**src/rtl/pogi_pkg.sv**
```systemverilog
// Shared types, constants and helpers of the grid inflation block.
// No dependencies; imported by every module of the block.
package pogi_pkg;

	// Grid geometry
	localparam int GRID_WIDTH  = 256;
	localparam int GRID_HEIGHT = 256;
	localparam int GX_W        = $clog2(GRID_WIDTH);
	localparam int GY_W        = $clog2(GRID_HEIGHT);
	localparam int ADDR_W      = GX_W + GY_W;
	localparam int GRID_DEPTH  = 2 ** ADDR_W;

	// Field widths
	localparam int CELL_W  = 8;
	localparam int COORD_W = 8;
	localparam int PT_W    = 18;
	localparam int FRAC_W  = 8;
	localparam int REACH_W = 4;
	localparam int LIM_W   = 9;
	localparam int OFS_W   = REACH_W + 1;
	localparam int CRD_W   = 14;
	localparam int CTR_W   = PT_W - FRAC_W;

	// Signed cell coordinate (centers and scan positions)
	typedef logic signed [CRD_W-1:0] crd_t;

	localparam crd_t GRID_W_C = CRD_W'(GRID_WIDTH);
	localparam crd_t GRID_H_C = CRD_W'(GRID_HEIGHT);

	// Cell codes
	localparam logic signed [CELL_W-1:0] CELL_UNKNOWN = -8'sd1;
	localparam logic signed [CELL_W-1:0] CELL_OCC     = 8'sd1;
	localparam logic signed [CELL_W-1:0] CELL_FREE    = 8'sd0;

	// Request opcodes
	typedef enum logic [1:0] {
		OP_WRITE = 2'd0,
		OP_READ  = 2'd1,
		OP_STAMP = 2'd2,
		OP_NONE  = 2'd3
	} op_t;

	// Configuration register indexes
	localparam logic CFG_REACH = 1'b0;
	localparam logic CFG_LIMIT = 1'b1;

	// Per-cycle output of the disk scanner
	typedef struct packed {
		logic              busy;
		logic              hit;
		logic              last;
		logic [ADDR_W-1:0] addr;
	} probe_t;

	function automatic logic in_grid(crd_t x, crd_t y);
		return !x[CRD_W-1] && !y[CRD_W-1] && (x < GRID_W_C) && (y < GRID_H_C);
	endfunction

	function automatic logic [ADDR_W-1:0] cell_addr(crd_t x, crd_t y);
		return {y[GY_W-1:0], x[GX_W-1:0]};
	endfunction

endpackage

```
**src/rtl/pogi_disk_scan.sv**
```systemverilog
// Disk scanner: walks the (2*reach+1)^2 offsets around a center, one per cycle,
// and flags in-grid cells inside the squared-distance limit. Uses pogi_pkg.
module pogi_disk_scan (
	input  logic                       clk,
	input  logic                       arst_n,
	input  logic                       start,
	input  pogi_pkg::crd_t             center_x,
	input  pogi_pkg::crd_t             center_y,
	input  logic [pogi_pkg::REACH_W-1:0] reach,
	input  logic [pogi_pkg::LIM_W-1:0] limit_sq,
	output pogi_pkg::probe_t           probe
);
	import pogi_pkg::*;

	logic                    busy_q;
	logic signed [OFS_W-1:0] dx_q, dy_q, r_q;
	crd_t                    cx_q, cy_q;

	logic signed [OFS_W-1:0]   r_new;
	logic signed [2*OFS_W-1:0] sqx, sqy;
	logic [LIM_W:0]            dist_sq;
	crd_t                      nx, ny;

	assign r_new = $signed({1'b0, reach});

	// Position and distance of the current offset
	assign nx      = cx_q + {{(CRD_W-OFS_W){dx_q[OFS_W-1]}}, dx_q};
	assign ny      = cy_q + {{(CRD_W-OFS_W){dy_q[OFS_W-1]}}, dy_q};
	assign sqx     = dx_q * dx_q;
	assign sqy     = dy_q * dy_q;
	assign dist_sq = {1'b0, sqx[LIM_W-1:0]} + {1'b0, sqy[LIM_W-1:0]};

	assign probe.busy = busy_q;
	assign probe.hit  = busy_q && in_grid(nx, ny) && (dist_sq <= {1'b0, limit_sq});
	assign probe.last = busy_q && (dx_q == r_q) && (dy_q == r_q);
	assign probe.addr = cell_addr(nx, ny);

	// Column-major offset walk (dy inner, dx outer); a start restarts the walk even on the last cycle
	always_ff @(posedge clk or negedge arst_n) begin
		if (!arst_n) begin
			busy_q <= 1'b0;
			dx_q   <= '0;
			dy_q   <= '0;
			r_q    <= '0;
			cx_q   <= '0;
			cy_q   <= '0;
		end else if (start) begin
			busy_q <= 1'b1;
			dx_q   <= -r_new;
			dy_q   <= -r_new;
			r_q    <= r_new;
			cx_q   <= center_x;
			cy_q   <= center_y;
		end else if (busy_q) begin
			if (dy_q == r_q) begin
				dy_q <= -r_q;
				if (dx_q == r_q) begin
					busy_q <= 1'b0;
				end else begin
					dx_q <= dx_q + $signed(OFS_W'(1));
				end
			end else begin
				dy_q <= dy_q + $signed(OFS_W'(1));
			end
		end
	end

endmodule

```
**config.mk**
```make
export PLATFORM = sky130hd
export DESIGN_NAME = pogi_disk_scan
export DESIGN_NICKNAME = d
export VERILOG_FILES = /design/src/rtl/pogi_pkg.sv /design/src/rtl/pogi_disk_scan.sv
export SDC_FILE = /design/constraint.sdc
export NUM_CORES = 1
export LEC_CHECK = 0
export ABC_CLOCK_PERIOD_IN_PS = 8100
export BUFFER_PORTS_ARGS = -buffer_cell sky130_fd_sc_hd__buf_4
export CAP_MARGIN = 20
export CELL_PAD_IN_SITES_DETAIL_PLACEMENT = 0
export CELL_PAD_IN_SITES_GLOBAL_PLACEMENT = 1
export CORE_MARGIN = 3
export CORE_UTILIZATION = 30
export DETAILED_ROUTE_END_ITERATION = 7
export PLACE_DENSITY = 0.67
export SLEW_MARGIN = 20
export SYNTH_ARGS = -nofsm -noshare
export SYNTH_HDL_FRONTEND = slang
export SYNTH_SLANG_ARGS = --single-unit
```
**constraint.sdc**
```tcl
create_clock -name clk -period 8.1 [get_ports clk]
set_input_delay 0.81 -clock clk [delete_from_list [all_inputs] [get_ports clk]]
set_output_delay 0.81 -clock clk [all_outputs]
set_load 0.01 [all_outputs]
```
# Yosys cells after proc, flatten, opt, wreduce, memory -nomap -nowiden
# Index checks and enable logic that the tools add are counted.
# op_classes
add_sub_neg,7
mul,2
n_lt_le_gt_ge,3
eq_ne,3
n_mux,11
reduce_logical,12
# op_table
operator,count
two-way mux 5 bit,7
adder 14 bit,2
< comparator 14 x 10 -> 1 bit (second input constant),2
multiplier 5 x 5 -> 9 bit,2
adder 5 x 2 -> 5 bit (second input constant),2
adder 9 x 9 -> 10 bit,1
equality test 5 bit,2
less-or-equal comparator 10 x 9 -> 1 bit,1
negator 4 -> 5 bit,2
logical AND 1 bit,7
two-way mux 1 bit,4
nonzero test 2 bit,2
AND reduction 3 bit,1
logical NOT 1 bit,2
!= test 2 bit (second input constant),1
# word_totals
regBits,43

# Depth between registers and ports, before layout
# logic_depth
depth_word,7
ltp_mapped,26
depth_no_buf,25

# Least setup slack after synthesis
# OpenSTA, ideal clock, no wires.
# synth_timing
path_kind,reg-to-output
start,register dx_q[4]
end,output probe[17] (netlist bit)
arrival_time_ps,5445
required_ps,7290
path_slack_ps,1845
path_stages_with_launch,25
n_path_buf,1
path_cell_list,dfrtp_1 -> clkbuf_1 -> nor2b_1 -> xnor2_1 -> ha_1 -> inv_1 -> fa_1 -> inv_1 -> fa_1 -> fa_1 -> ha_1 -> a21o_1 -> a21oi_1 -> o21bai_1 -> a21oi_1 -> xnor2_1 -> ha_1 -> nand2_1 -> nor3_1 -> o221ai_1 -> a21oi_1 -> o311ai_1 -> nor4_1 -> nand4_1 -> a2111oi_4
# synth_lines
item,line_no,rtl
from (decl),pogi_disk_scan.sv:16,"logic signed [OFS_W-1:0] dx_q, dy_q, r_q;"
from (signal assigned),pogi_disk_scan.sv:49,dx_q <= -r_new;
from (signal assigned),pogi_disk_scan.sv:60,dx_q <= dx_q + $signed(OFS_W'(1));
to (decl),pogi_disk_scan.sv:11,output pogi_pkg::probe_t probe

==> key figures <==
Hold path
  – Hold/Removal Path Class: flop to flop
  – Hold EP: cx_q[3]
  – Hold path depth: 1
  – Min-delay src: cx_q[3]

Route
  – Drt wl/cell: 15.2 um
  – Vias per cell: 4.96
  – Met3 WL: 470 um
  – Detailed-route DRC error count: 0
  – Met2 Wirelength: 5690 um
  – Iter 0 DRT Violations: 190
  – Wl on met1: 6370 um
  – Vias: 4139
  – Routed WL: 12700 um
  – First-pass DRT Iterations: 4
  – Antenna-violating nets left: 0
  – Highest routing layer actually used: met4

Power and ir drop
  – Worst IR Drop VDD: 279 uV
  – Comb power frac: 77.1%
  – Flop pwr share: 12.8%
  – Sw frac: 47.0%
  – Power Internal: 0.00118 W
  – Leakage power: 2.73 nW
  – Total power draw: 0.00222 W
  – Clk pwr share: 10.0%
  – Switching Power: 0.00105 W
  – Pwr/cell area: 380 mW/mm^2

Floorplan
  – Initial Utilization: 31.2%
  – Die width: 136 um
  – Chip height: 136 um
  – I/O pin cnt: 63
  – Core ar.: 0.0162 mm^2
  – Die area: 0.0184 mm^2
  – Site Rows: 46

Final layout
  – Filler cells: 1677
  – # diodes: 0
  – Share of layout cells above drive strength 1: 17.0%
  – Final nets: 754
  – Area of the multi-input gates: 0.00365 mm^2
  – Synth-to-Final Area Change: 16.1%
  – Leading cell type in the layout, fill and taps excluded: ha_1
  – Reg area: 0.00108 mm^2
  – Commonest cells after routing, fill and taps aside: 69 x ha_1, 63 x inv_1, 62 x buf_4

GRT
  – First-pass GRT wire length: 21600 um
  – Largest net degree at the start of global routing: 56
  – Vias in the first global route: 4290
  – Gr ovfl total: 0
  – All-Layer GR Usage: 14.3%
  – Initial antenna violation count: 0

Critical path
  – Startpoint class of the critical path: flop
  – FF-to-FF End: dx_q[4]
  – FF-to-FF Start: dy_q[4]
  – Crit path max fanout: 22
  – Worst Path Required: 7290 ps
  – Crit path DAT: 6400 ps
  – Depth of the most critical reg-to-reg path: 7
  – R2R Setup Slk: 5600 ps
  – CP Capture Type: output pin
  – Crit-path max cell delay: 860 ps
  – Ordered cell list for the critical path: nor2b_1 > xnor2_1 > ha_1 > inv_1 > fa_1 > inv_1 > fa_1 > fa_1 > ha_1 > a21o_1 > a21oi_1 > o21bai_1 > a21oi_1 > xnor2_1 > ha_1 > nand2_1 > nor3_1 > o221ai_1 > a21oi_1 > o311ai_1 > nor4_1 > nand4_1 > a2111oi_4 > buf_4
  – Crit path kind: flop to output pin
  – Slowest stage cell on the critical path: dfrtp_1

Clock network
  – Deepest level of the CTS H-tree: 2
  – CTS tree: built
  – Sink Count: 43
  – CTS-repair resized insts: 0
  – Max Buffers Root-to-Sink: 2
  – Root Driver: clkbuf_16
  – CTS Hold Bufs: 0
  – Skew-Pair Late Insertion Delay: 290 ps
  – Num CTS Buffers: 5
  – Setup Fix Bufs, Post-CTS: 0
  – Clock-pin slew on the worst setup and hold paths: 70 ps

STA
  – Final setup violation count: 0
  – Post-route minimum period: 7210 ps
  – Worst clock skew: 2.75 ps
  – Final hold violation count: 0
  – Slew Limit Fails: 0
  – Achievable Freq: 139 MHz
  – Tcrit/Tclk final: 89.1%
  – Actual slew at the worst max-slew pin: 817 ps
  – Slew HR: 45.5%
  – Unrepaired setup endpoints after global routing: no
  – Fin Setup TNS: 0 ps

Yosys
  – Mean Syn Cell Area: 8.85 um^2
  – Area leader, netlist: dfrtp_1
  – Share of Yosys cell area claimed by the top area cell type: 21.3%
  – Top cells by area, synth: dfrtp_1 21%, ha_1 17%, fa_1 9.1%, xnor2_1 7.8%, mux2_2 6.3%
  – EDFF count, synth: 0
  – Syn Inst Count: 570
  – Ys async rst share: 100%
  – FF+latch count, synth: 43
  – Syn Std Cell Area: 0.00504 mm^2
  – Yosys warns: 0
  – Yosys cell types: 55
  – Syn_nets: 706
  – Post-synthesis sequential area ratio: 21.3%
  – Most common flop cell mapped by yosys: dfrtp_1

Placed design
  – Placer congestion estimate: 0.852
  – Post-DP HPWL: 10100 um
  – Port-buffer cells: 62

Status
  – Status: completed

Job
  – Max-cap viol count: 0
registers in the layout, indices dropped and copies added (netlist names):
| register | count |
|---|---|
| r_q | 4 |
| busy_q | 1 |
| cx_q | 14 |
| dx_q | 5 |
| dy_q | 5 |
| cy_q | 14 |
final cells by class:
cell class	count	share of cell area (%)
Multi-Input combinational cell	443	62.3
Sequential cell	43	18.4
Timing Repair Buffer	62	7.95
Tap cell	216	4.62
Inverter	63	4.04
Clock buffer	7	2.61
Clock inverter	1	0.128
power by group through the flow:
| stage | Sequential [W] | Clock, W | Combinational [W] |
|---|---|---|---|
| 6_report | 0.000285 | 0.000223 | 0.00172 |
| 5_1_grt | 0.000292 | 0.000240 | 0.00198 |
| 4_1_cts | 0.000286 | 0.000232 | 0.00174 |
| 3_5_place_dp | 0.000290 | 0 | 0.00171 |
| 3_3_place_gp | 0.000289 | 0 | 0.00168 |
| 2_1_floorplan | 0.000259 | 0 | 0.00136 |
cell usage after synthesis (all sizes together), types with 10 or more instances:
cell    number
nand3       12
clkbuf      17
nor2b       11
ha          69
xnor2       45
o21ai       27
fa          23
nor2        34
inv         63
xor2        10
dfrtp       43
a21oi       36
nand2       49
mux2        28
critical path: cells and delay by family, from the launching register on:
| family | cells | cell delay (ps) |
|---|---|---|
| AOI/OAI and AO/OA | 8 | 1360 |
| and+or+nand+nor | 5 | 1040 |
| xor gates and xnor gates | 2 | 180 |
| buffers and inverters | 3 | 270 |
| adders and majority gates | 6 | 2410 |
| DFF | 1 | 860 |
logic make-up after synthesis:
| group | count (synthesis) | synth area share (%) |
|---|---|---|
| mux | 32 | 7.05 |
| xor+xnor | 55 | 9.55 |
| simple gates | 147 | 14.2 |
| flops | 43 | 21.3 |
| fa+ha+maj | 92 | 26.3 |
| buf+inv | 84 | 6.33 |
| compound gates | 117 | 15.3 |
layer usage:
metal	up-vias	global-route usage, %
li1	2065	-
met1	1981	20.7
met2	83	23.1
met3	10	1.60
met4	0	2.69
met5	-	0
through the flow:
| stage | instance area, um^2 | hold WS, ps | util [%] | cells | worst slack (ps) |
|---|---|---|---|---|---|
| 6_report | 5860 | 514 | 36.2 | 835 | 886 |
| 5_1_grt | 5860 | 528 | 36.2 | 835 | 357 |
| 4_1_cts | 5860 | 518 | 36.2 | 835 | 814 |
| 3_5_place_dp | 5700 | 503 | 35.2 | 827 | 1180 |
| 3_3_place_gp | 5700 | 493 | 35.2 | 827 | 1340 |
| 2_1_floorplan | 5040 | 485 | - | 570 | 1850 |
worst max path at each step:
stage,start,endpoint,depth (start not counted)
after global routing,dx_q[4],probe[17],25
after floorplan,dx_q[4],probe[17],24
final,dy_q[4],probe[17],24
after detailed placement,dx_q[4],probe[17],24
after global placement,dx_q[4],probe[17],24
after CTS,dx_q[4],probe[17],24
Note: power is estimated with default switching activity, not from simulation.
